`config.mk`:
```
export PLATFORM = sky130hd
export DESIGN_NAME = cigar_alignment_scorer_core
export DESIGN_NICKNAME = d
export VERILOG_FILES = /design/src/rtl/core/cas_pkg.sv /design/src/rtl/core/cas_cfg_regs.sv /design/src/rtl/core/cas_delta.sv /design/src/rtl/core/cas_accum.sv /design/src/rtl/core/cigar_alignment_scorer_core.sv
export VERILOG_INCLUDE_DIRS = /design/src /design/src/rtl/core
export SDC_FILE = /design/constraint.sdc
export NUM_CORES = 1
export LEC_CHECK = 0
export ABC_AREA = 1
export BUFFER_PORTS_ARGS = -buffer_cell sky130_fd_sc_hd__buf_2
export CORE_AREA = 5 5 145 147
export DETAILED_ROUTE_END_ITERATION = 6
export DIE_AREA = 0 0 150 152
export PLACE_DENSITY = 0.67
export SYNTH_ARGS = -nofsm -noshare
export SYNTH_HDL_FRONTEND = slang
export SYNTH_SLANG_ARGS = --single-unit
```
`constraint.sdc`:
```
create_clock -name clk -period 11.6 [get_ports clk]
set_clock_uncertainty 0.2 [all_clocks]
set_input_delay 0.58 -clock clk [delete_from_list [all_inputs] [get_ports clk]]
set_output_delay 0.58 -clock clk [all_outputs]
set_load 0.03 [all_outputs]
```
`src/rtl/core/cigar_alignment_scorer_core_assert.svh`:
```
`ifndef CIGAR_ALIGNMENT_SCORER_CORE_ASSERT_SVH
`define CIGAR_ALIGNMENT_SCORER_CORE_ASSERT_SVH

// Same-cycle implication, checked outside reset.
`define CAS_ASSERT_IMP(lbl, clk, rst_n, ante, cons) \
	lbl: assert property (@(posedge clk) disable iff (!(rst_n)) (ante) |-> (cons)) \
		else $error("cas assertion failed");

// Next-cycle implication, checked outside reset.
`define CAS_ASSERT_NXT(lbl, clk, rst_n, ante, cons) \
	lbl: assert property (@(posedge clk) disable iff (!(rst_n)) (ante) |=> (cons)) \
		else $error("cas assertion failed");

`endif

```
`src/rtl/core/cas_pkg.sv`:
```
package cas_pkg;

	localparam logic [2:0] KIND_MATCH     = 3'd0;
	localparam logic [2:0] KIND_MISMATCH  = 3'd1;
	localparam logic [2:0] KIND_INSERTION = 3'd2;
	localparam logic [2:0] KIND_DELETION  = 3'd3;
	localparam logic [2:0] KIND_JUMP      = 3'd4;
	localparam logic [2:0] KIND_CLIPPED   = 3'd5;

	localparam logic [2:0] BASE_A = 3'd0;
	localparam logic [2:0] BASE_C = 3'd1;
	localparam logic [2:0] BASE_G = 3'd2;
	localparam logic [2:0] BASE_T = 3'd3;

	localparam logic [2:0] REG_MATCH_REWARD      = 3'd0;
	localparam logic [2:0] REG_TRANSITION_COST   = 3'd1;
	localparam logic [2:0] REG_TRANSVERSION_COST = 3'd2;
	localparam logic [2:0] REG_GAP_OPEN_COST     = 3'd3;
	localparam logic [2:0] REG_GAP_EXTEND_COST   = 3'd4;
	localparam logic [2:0] REG_JUMP_COST         = 3'd5;
	localparam logic [2:0] REG_START_BONUS       = 3'd6;
	localparam logic [2:0] REG_END_BONUS         = 3'd7;

	localparam int DELTA_W = 10;
	localparam int SCORE_W = 32;

	typedef struct packed {
		logic        [6:0] match_reward;
		logic signed [7:0] transition_cost;
		logic signed [7:0] transversion_cost;
		logic signed [7:0] gap_open_cost;
		logic signed [7:0] gap_extend_cost;
		logic signed [7:0] jump_cost;
		logic        [6:0] start_bonus;
		logic        [6:0] end_bonus;
	} cas_cfg_t;

	// Kind of the previous column and of the column before that run.
	typedef struct packed {
		logic [2:0] prev;
		logic [2:0] prior;
	} kind_hist_t;

	// Unused op codes behave as clipped.
	function automatic logic [2:0] norm_kind(input logic [2:0] op);
		return (op > KIND_CLIPPED) ? KIND_CLIPPED : op;
	endfunction

endpackage

```
`src/rtl/core/cas_cfg_regs.sv`:
```
module cas_cfg_regs (
	input  logic              clk,
	input  logic              arst_n,
	input  logic              cfg_we,
	input  logic [2:0]        cfg_index,
	input  logic [7:0]        cfg_wdata,
	output cas_pkg::cas_cfg_t cfg
);

	cas_pkg::cas_cfg_t cfg_q;

	always_ff @(posedge clk or negedge arst_n) begin
		if (!arst_n) begin
			cfg_q.match_reward      <= 7'd2;
			cfg_q.transition_cost   <= -8'sd1;
			cfg_q.transversion_cost <= -8'sd2;
			cfg_q.gap_open_cost     <= -8'sd3;
			cfg_q.gap_extend_cost   <= -8'sd1;
			cfg_q.jump_cost         <= 8'sd0;
			cfg_q.start_bonus       <= 7'd0;
			cfg_q.end_bonus         <= 7'd0;
		end else if (cfg_we) begin
			unique case (cfg_index)
				cas_pkg::REG_MATCH_REWARD:      cfg_q.match_reward      <= cfg_wdata[6:0];
				cas_pkg::REG_TRANSITION_COST:   cfg_q.transition_cost   <= cfg_wdata;
				cas_pkg::REG_TRANSVERSION_COST: cfg_q.transversion_cost <= cfg_wdata;
				cas_pkg::REG_GAP_OPEN_COST:     cfg_q.gap_open_cost     <= cfg_wdata;
				cas_pkg::REG_GAP_EXTEND_COST:   cfg_q.gap_extend_cost   <= cfg_wdata;
				cas_pkg::REG_JUMP_COST:         cfg_q.jump_cost         <= cfg_wdata;
				cas_pkg::REG_START_BONUS:       cfg_q.start_bonus       <= cfg_wdata[6:0];
				cas_pkg::REG_END_BONUS:         cfg_q.end_bonus         <= cfg_wdata[6:0];
				default: ;
			endcase
		end
	end

	assign cfg = cfg_q;

endmodule

```
`src/rtl/core/cas_delta.sv`:
```
module cas_delta (
	input  logic [2:0]                           kind,
	input  logic [2:0]                           ref_base,
	input  logic [2:0]                           query_base,
	input  logic                                 first_column,
	input  logic                                 last_column,
	input  cas_pkg::cas_cfg_t                    cfg,
	input  cas_pkg::kind_hist_t                  hist,
	output logic signed [cas_pkg::DELTA_W-1:0]   delta
);

	localparam int EXT = cas_pkg::DELTA_W - 8;
	localparam int ZEXT = cas_pkg::DELTA_W - 7;

	logic signed [cas_pkg::DELTA_W-1:0] match_v;
	logic signed [cas_pkg::DELTA_W-1:0] ts_v;
	logic signed [cas_pkg::DELTA_W-1:0] tv_v;
	logic signed [cas_pkg::DELTA_W-1:0] open_v;
	logic signed [cas_pkg::DELTA_W-1:0] ext_v;
	logic signed [cas_pkg::DELTA_W-1:0] jump_v;
	logic signed [cas_pkg::DELTA_W-1:0] start_v;
	logic signed [cas_pkg::DELTA_W-1:0] end_v;
	logic signed [cas_pkg::DELTA_W-1:0] base_v;
	logic signed [cas_pkg::DELTA_W-1:0] matrix_v;
	logic                               known;

	assign match_v = {{ZEXT{1'b0}}, cfg.match_reward};
	assign ts_v    = {{EXT{cfg.transition_cost[7]}}, cfg.transition_cost};
	assign tv_v    = {{EXT{cfg.transversion_cost[7]}}, cfg.transversion_cost};
	assign open_v  = {{EXT{cfg.gap_open_cost[7]}}, cfg.gap_open_cost};
	assign ext_v   = {{EXT{cfg.gap_extend_cost[7]}}, cfg.gap_extend_cost};
	assign jump_v  = {{EXT{cfg.jump_cost[7]}}, cfg.jump_cost};
	assign start_v = {{ZEXT{1'b0}}, cfg.start_bonus};
	assign end_v   = {{ZEXT{1'b0}}, cfg.end_bonus};

	assign known = (ref_base <= cas_pkg::BASE_T) && (query_base <= cas_pkg::BASE_T);

	// A/G and C/T pairs differ only in the upper code bit.
	always_comb begin
		if (!known)
			matrix_v = tv_v;
		else if (ref_base == query_base)
			matrix_v = match_v;
		else if ((ref_base[1:0] ^ query_base[1:0]) == 2'b10)
			matrix_v = ts_v;
		else
			matrix_v = tv_v;
	end

	always_comb begin
		case (kind)
			cas_pkg::KIND_MATCH, cas_pkg::KIND_MISMATCH: base_v = matrix_v;
			cas_pkg::KIND_INSERTION:
				base_v = (hist.prev == cas_pkg::KIND_INSERTION) ? ext_v : open_v;
			cas_pkg::KIND_DELETION: begin
				// Deletion resumed across a jump run keeps extending.
				if (hist.prev == cas_pkg::KIND_DELETION ||
				    (hist.prev == cas_pkg::KIND_JUMP && hist.prior == cas_pkg::KIND_DELETION))
					base_v = ext_v;
				else
					base_v = open_v;
			end
			cas_pkg::KIND_JUMP:
				base_v = (hist.prev == cas_pkg::KIND_JUMP) ? '0 : jump_v;
			default: base_v = '0;
		endcase
	end

	always_comb begin
		delta = base_v;
		if (kind != cas_pkg::KIND_CLIPPED) begin
			if (first_column)
				delta = delta + start_v;
			if (last_column)
				delta = delta + end_v;
		end
	end

endmodule

```
`src/rtl/core/cas_accum.sv`:
```
module cas_accum (
	input  logic                                 clk,
	input  logic                                 arst_n,
	input  logic                                 fire,
	input  logic [2:0]                           kind,
	input  logic                                 first_column,
	input  logic signed [cas_pkg::DELTA_W-1:0]   delta,
	output cas_pkg::kind_hist_t                  hist,
	output logic signed [cas_pkg::SCORE_W-1:0]   total_next
);

	localparam int SW = cas_pkg::SCORE_W;

	logic signed [SW-1:0] total_q;
	cas_pkg::kind_hist_t  hist_q;
	cas_pkg::kind_hist_t  hist_next;
	logic signed [SW-1:0] total_eff;
	logic signed [SW:0]   sum;

	// A first column starts from a cleared total and clipped history.
	always_comb begin
		if (first_column) begin
			hist.prev  = cas_pkg::KIND_CLIPPED;
			hist.prior = cas_pkg::KIND_CLIPPED;
			total_eff  = '0;
		end else begin
			hist      = hist_q;
			total_eff = total_q;
		end
	end

	always_comb begin
		hist_next = hist;
		if (kind != hist.prev) begin
			hist_next.prior = hist.prev;
			hist_next.prev  = kind;
		end
	end

	assign sum = {total_eff[SW-1], total_eff} +
	             {{(SW + 1 - cas_pkg::DELTA_W){delta[cas_pkg::DELTA_W-1]}}, delta};

	// Clamp on signed overflow.
	always_comb begin
		if (sum[SW] != sum[SW-1])
			total_next = sum[SW] ? {1'b1, {(SW - 1){1'b0}}} : {1'b0, {(SW - 1){1'b1}}};
		else
			total_next = sum[SW-1:0];
	end

	always_ff @(posedge clk or negedge arst_n) begin
		if (!arst_n) begin
			total_q      <= '0;
			hist_q.prev  <= cas_pkg::KIND_CLIPPED;
			hist_q.prior <= cas_pkg::KIND_CLIPPED;
		end else if (fire) begin
			total_q <= total_next;
			hist_q  <= hist_next;
		end
	end

endmodule

```
`src/rtl/core/cigar_alignment_scorer_core.sv`:
```
// Alignment column scorer.
// Input channel (in_valid / in_stall) carries one alignment column: op, ref_base,
// query_base and the first_column / last_column marks. Output channel
// (out_valid / out_stall) returns one result per column: column_delta,
// running_score and is_final, in column order.
// A column is captured in an input register; it is then scored against the gap
// history and the running total, and the result loads the result register that
// drives the output channel. One column per cycle is sustained while out_stall
// is low: the score path is a single add and clamp between the two registers.
// When out_stall holds a result, the column waiting in the input register holds
// too and in_stall rises; as soon as the result transfers both advance together.
// cfg_we / cfg_index / cfg_wdata write one scoring register per edge; write them
// only while no column is in flight.
// arst_n clears both valid flags, the running total and the gap history, and
// loads the default scoring values.
`include "cigar_alignment_scorer_core_assert.svh"

module cigar_alignment_scorer_core (
	input  logic                                 clk,
	input  logic                                 arst_n,
	input  logic                                 cfg_we,
	input  logic [2:0]                           cfg_index,
	input  logic [7:0]                           cfg_wdata,
	input  logic                                 in_valid,
	output logic                                 in_stall,
	input  logic [2:0]                           op,
	input  logic [2:0]                           ref_base,
	input  logic [2:0]                           query_base,
	input  logic                                 first_column,
	input  logic                                 last_column,
	output logic                                 out_valid,
	input  logic                                 out_stall,
	output logic signed [cas_pkg::DELTA_W-1:0]   column_delta,
	output logic signed [cas_pkg::SCORE_W-1:0]   running_score,
	output logic                                 is_final
);

	cas_pkg::cas_cfg_t   cfg;
	cas_pkg::kind_hist_t hist;

	logic       valid_s1;
	logic [2:0] kind_s1;
	logic [2:0] ref_s1;
	logic [2:0] query_s1;
	logic       first_s1;
	logic       last_s1;

	logic                               valid_s2;
	logic signed [cas_pkg::DELTA_W-1:0] delta_s2;
	logic signed [cas_pkg::SCORE_W-1:0] score_s2;
	logic                               final_s2;

	logic                               advance;
	logic                               fire;
	logic signed [cas_pkg::DELTA_W-1:0] delta;
	logic signed [cas_pkg::SCORE_W-1:0] total_next;

	assign advance  = !valid_s2 || !out_stall;
	assign fire     = valid_s1 && advance;
	assign in_stall = valid_s1 && !advance;

	cas_cfg_regs u_cfg (
		.clk       (clk),
		.arst_n    (arst_n),
		.cfg_we    (cfg_we),
		.cfg_index (cfg_index),
		.cfg_wdata (cfg_wdata),
		.cfg       (cfg)
	);

	cas_delta u_delta (
		.kind         (kind_s1),
		.ref_base     (ref_s1),
		.query_base   (query_s1),
		.first_column (first_s1),
		.last_column  (last_s1),
		.cfg          (cfg),
		.hist         (hist),
		.delta        (delta)
	);

	cas_accum u_accum (
		.clk          (clk),
		.arst_n       (arst_n),
		.fire         (fire),
		.kind         (kind_s1),
		.first_column (first_s1),
		.delta        (delta),
		.hist         (hist),
		.total_next   (total_next)
	);

	always_ff @(posedge clk or negedge arst_n) begin
		if (!arst_n) begin
			valid_s1 <= 1'b0;
		end else if (!in_stall) begin
			valid_s1 <= in_valid;
		end
	end

	// Load the column on a transfer.
	always_ff @(posedge clk) begin
		if (in_valid && !in_stall) begin
			kind_s1  <= cas_pkg::norm_kind(op);
			ref_s1   <= ref_base;
			query_s1 <= query_base;
			first_s1 <= first_column;
			last_s1  <= last_column;
		end
	end

	always_ff @(posedge clk or negedge arst_n) begin
		if (!arst_n) begin
			valid_s2 <= 1'b0;
		end else if (advance) begin
			valid_s2 <= valid_s1;
		end
	end

	always_ff @(posedge clk) begin
		if (fire) begin
			delta_s2 <= delta;
			score_s2 <= total_next;
			final_s2 <= last_s1;
		end
	end

	assign out_valid     = valid_s2;
	assign column_delta  = delta_s2;
	assign running_score = score_s2;
	assign is_final      = final_s2;

	`CAS_ASSERT_IMP(a_stall_needs_item, clk, arst_n, in_stall, valid_s1)
	`CAS_ASSERT_IMP(a_empty_out_no_stall, clk, arst_n, !valid_s2, !in_stall)
	`CAS_ASSERT_NXT(a_fire_gives_result, clk, arst_n, fire, valid_s2)

endmodule
```
==> results.md <==
- WL/cell: 14.6 microns
- Final slew viol count: 0
- Tot GR Track Use: 0.205
- Worst hold slack: 0.117 ns
- Post-Syn Area per Cell: around 7.9 sq um
- R2r endpoint: u_accum.total_q[23]
- First-pass GRT wire length: approximately 38000 microns
- Tot Pwr: between 2 and 2.5 mW
- Number of distinct library cells after synthesis: 52
- Routed wire length: 22700 microns
- Kind of critical path: register to register
- # resized after CTS: 0
- Min-delay src: query_base[0]
- Router iterations before antenna repair: 5
- Critical path's most frequent cell: nand2_1
- CTS Buffer Depth: 2
- Cell area after synthesis: around 0.0095 sq mm
- Final-report hold violation count: 0
- Die Ht: ~150 microns
- Commonest non-fill, non-tap cell in the layout: nand2_1
- Syn nets: about 1300
- Hold Path Class: input port to register
- Gpl congestion: about 0.98
- Max transition margin: 0.504
- Worst-margin pin slew: between 0.7 and 0.8 ns
- Placed insts: approximately 1500
- CTS tree: done
- Reg-to-reg slack, setup: between 3 and 4 ns
- Commonest cells after routing, fill and taps aside: nand2_1 (337), inv_1 (152), o21ai_0 (105)
- Min Tclk post-route: approximately 8 ns
- DRC Markers: 0
- F_max: ~0.13 GHz
- Pwr/cell area: between 200 and 250 mW/mm^2
- Post-route setup TNS: 0 ns
- Hold endpoint: query_s1[0]
- DP HPWL: about 17000 microns
- Register area share after synthesis: 0.440
- CTS H-tree depth: 4
- Crit path DAT: about 8.0 ns
- Leak Pwr: between 5 and 6 nW
- 1st-iter DRT viols: between 500 and 600
- Synth Flop Type: dfrtp_1
- Asr flop ratio synth: 0.652
- M1 GR Usage: 0.292
- Post-route ant nets: 0
- RR Startpoint: first_s1
- Root Driver: clkbuf_16
- Setup violators final: 0
- Worst setup EP type: register
- R2R depth: 42
- Finished Layout Cells: 1558
- Largest net degree at the start of global routing: about 70
- IO buf count: 71
- Die Span X: about 150 microns
- Status: finished, final reports clean
- TritonCTS Buffers: 17
- Initial Util: 0.482
- CP max stage delay: roughly 0.58 ns
- MaxCap Viol Count: 0
- Clk Latency, worst-skew pair: about 0.44 ns
- Diodes inserted: 0
- Post-synth EDFFs: 54
- Syn. warnings: 0
- Vias: approximately 8000
- Clock transition at path regs: roughly 0.07 ns
- CTS sink count: between 150 and 200
- Syn Inst Count: roughly 1200
- Std cell rows: 52
- Buffer count from post-CTS setup fixing: 0
- Area grow syn2layout: 11.8%
- Final nets: 1340
- Worst-path maximum fanout: 40
- # IOs: around 70
- Initial antenna violation count: 0
- Final period util: 0.685
- Met3 Usage GRT: 0.0325
- Startpoint types: register
- Yosys reg bits: 155
- Worst path slowest cell: nor3_2
- Global route hottest layer: met2
- Vias in the first global route: 7616
- Share of layout cells above drive strength 1: 0.151
- GRT Residual Overflow: 0
- CORE AREA: roughly 0.020 sq mm
- Global-route met2 utilization: 0.331
- RSZ-0062 raised after global routing: false
- Peak supply drop: ~0.00012 V
- Worst endpoint required time: approximately 12 ns
- Hold Path Depth: 1
- Via density: slightly above 5
- Die area: around 0.023 sq mm
## power by group
group	leakage (nW)	internal, mW	switching [mW]
registers	1.70	0.771	0.0669
clock network	0.274	0.281	0.253
logic	3.21	0.302	0.635
## worst max-delay path by stage
stage | depth (start not counted) | start | end
after floorplan | 43 | first_s1 | u_accum.total_q[8]
after global placement | 42 | first_s1 | u_accum.total_q[9]
after detailed placement | 42 | first_s1 | u_accum.total_q[9]
after CTS | 43 | first_s1 | u_accum.total_q[29]
after global routing | 43 | first_s1 | u_accum.total_q[9]
final | 42 | first_s1 | u_accum.total_q[23]
## sequential cells by signal (all words and copies together), names as in the netlist
register / flops
column_delta: 10
first_s1: 1
is_final: 1
kind_s1: 3
last_s1: 1
out_valid: 1
query_s1: 3
ref_s1: 3
running_score: 32
u_accum.hist_q: 6
u_accum.total_q: 32
u_cfg.cfg: 61
valid_s1: 1
## area by class of cell
type / count / area (sq um)
repair buffers: 77 / 405
clock buffers: 17 / 425
flip-flops and latches: 155 / 4190
clock inverters: 15 / 125
fillers: 1872 / 9120
inverters: 164 / 617
well taps: 270 / 338
multi-input cells: 860 / 4560
## per-layer routing
metal / vias up / part of all wire
met5: - / 0
met4: 0 / 0.015
met3: 36 / 0.047
met2: 199 / 0.46
met1: 3667 / 0.47
li1: 4086 / -
## metrics by stage
step                utilization  setup WS (ns)  area, sq um
finish                    0.539           3.66        10700
global route              0.539           2.68        10700
CTS                       0.539           3.70        10700
detailed placement        0.511           3.74        10100
global placement          0.511           3.90        10100
floorplan                     -           5.52         9540
## what timing repair did
action | 4_1_cts | 5_1_grt
endpoints found under the hold margin | 5 | 0
hold buffers | 1 | 0
endpoints found under the setup margin | 0 | 0
## cells by family (layout without fill, tap and decap cells)
| kind of cell | Yosys count | after routing | share of synthesized area |
|---|---|---|---|
| compound gates | 237 | 237 | 0.140 |
| xor+xnor | 40 | 40 | 0.0383 |
| fa+ha+maj | 38 | 38 | 0.0514 |
| buf+inv | 197 | 273 | 0.0828 |
| flops | 155 | 155 | 0.440 |
| simple gates | 545 | 545 | 0.248 |
## cells in the mapped netlist, drive strengths merged, types with 21 or more instances
cell | number | area share
o21ai | 130 | 0.068
dfstp | 35 | 0.096
xor2 | 24 | 0.023
inv | 161 | 0.063
a21oi | 55 | 0.029
dfrtp | 66 | 0.17
edfxtp | 54 | 0.17
nor2 | 94 | 0.039
nand2 | 354 | 0.14
nand3 | 62 | 0.036
clkbuf | 21 | 0.0083
ha | 36 | 0.047
## worst max-delay path, delay by kind of cell (launching register included)
kind / cells / cell delay [ns]
buffers and inverters: 8 / 1.51
adders and majority gates: 3 / 0.92
DFF: 1 / 0.37
and+or+nand+nor: 21 / 3.26
xor gates and xnor gates: 1 / 0.14
AOI/OAI and AO/OA: 9 / 1.41
Note: power is estimated with default switching activity, not from simulation.
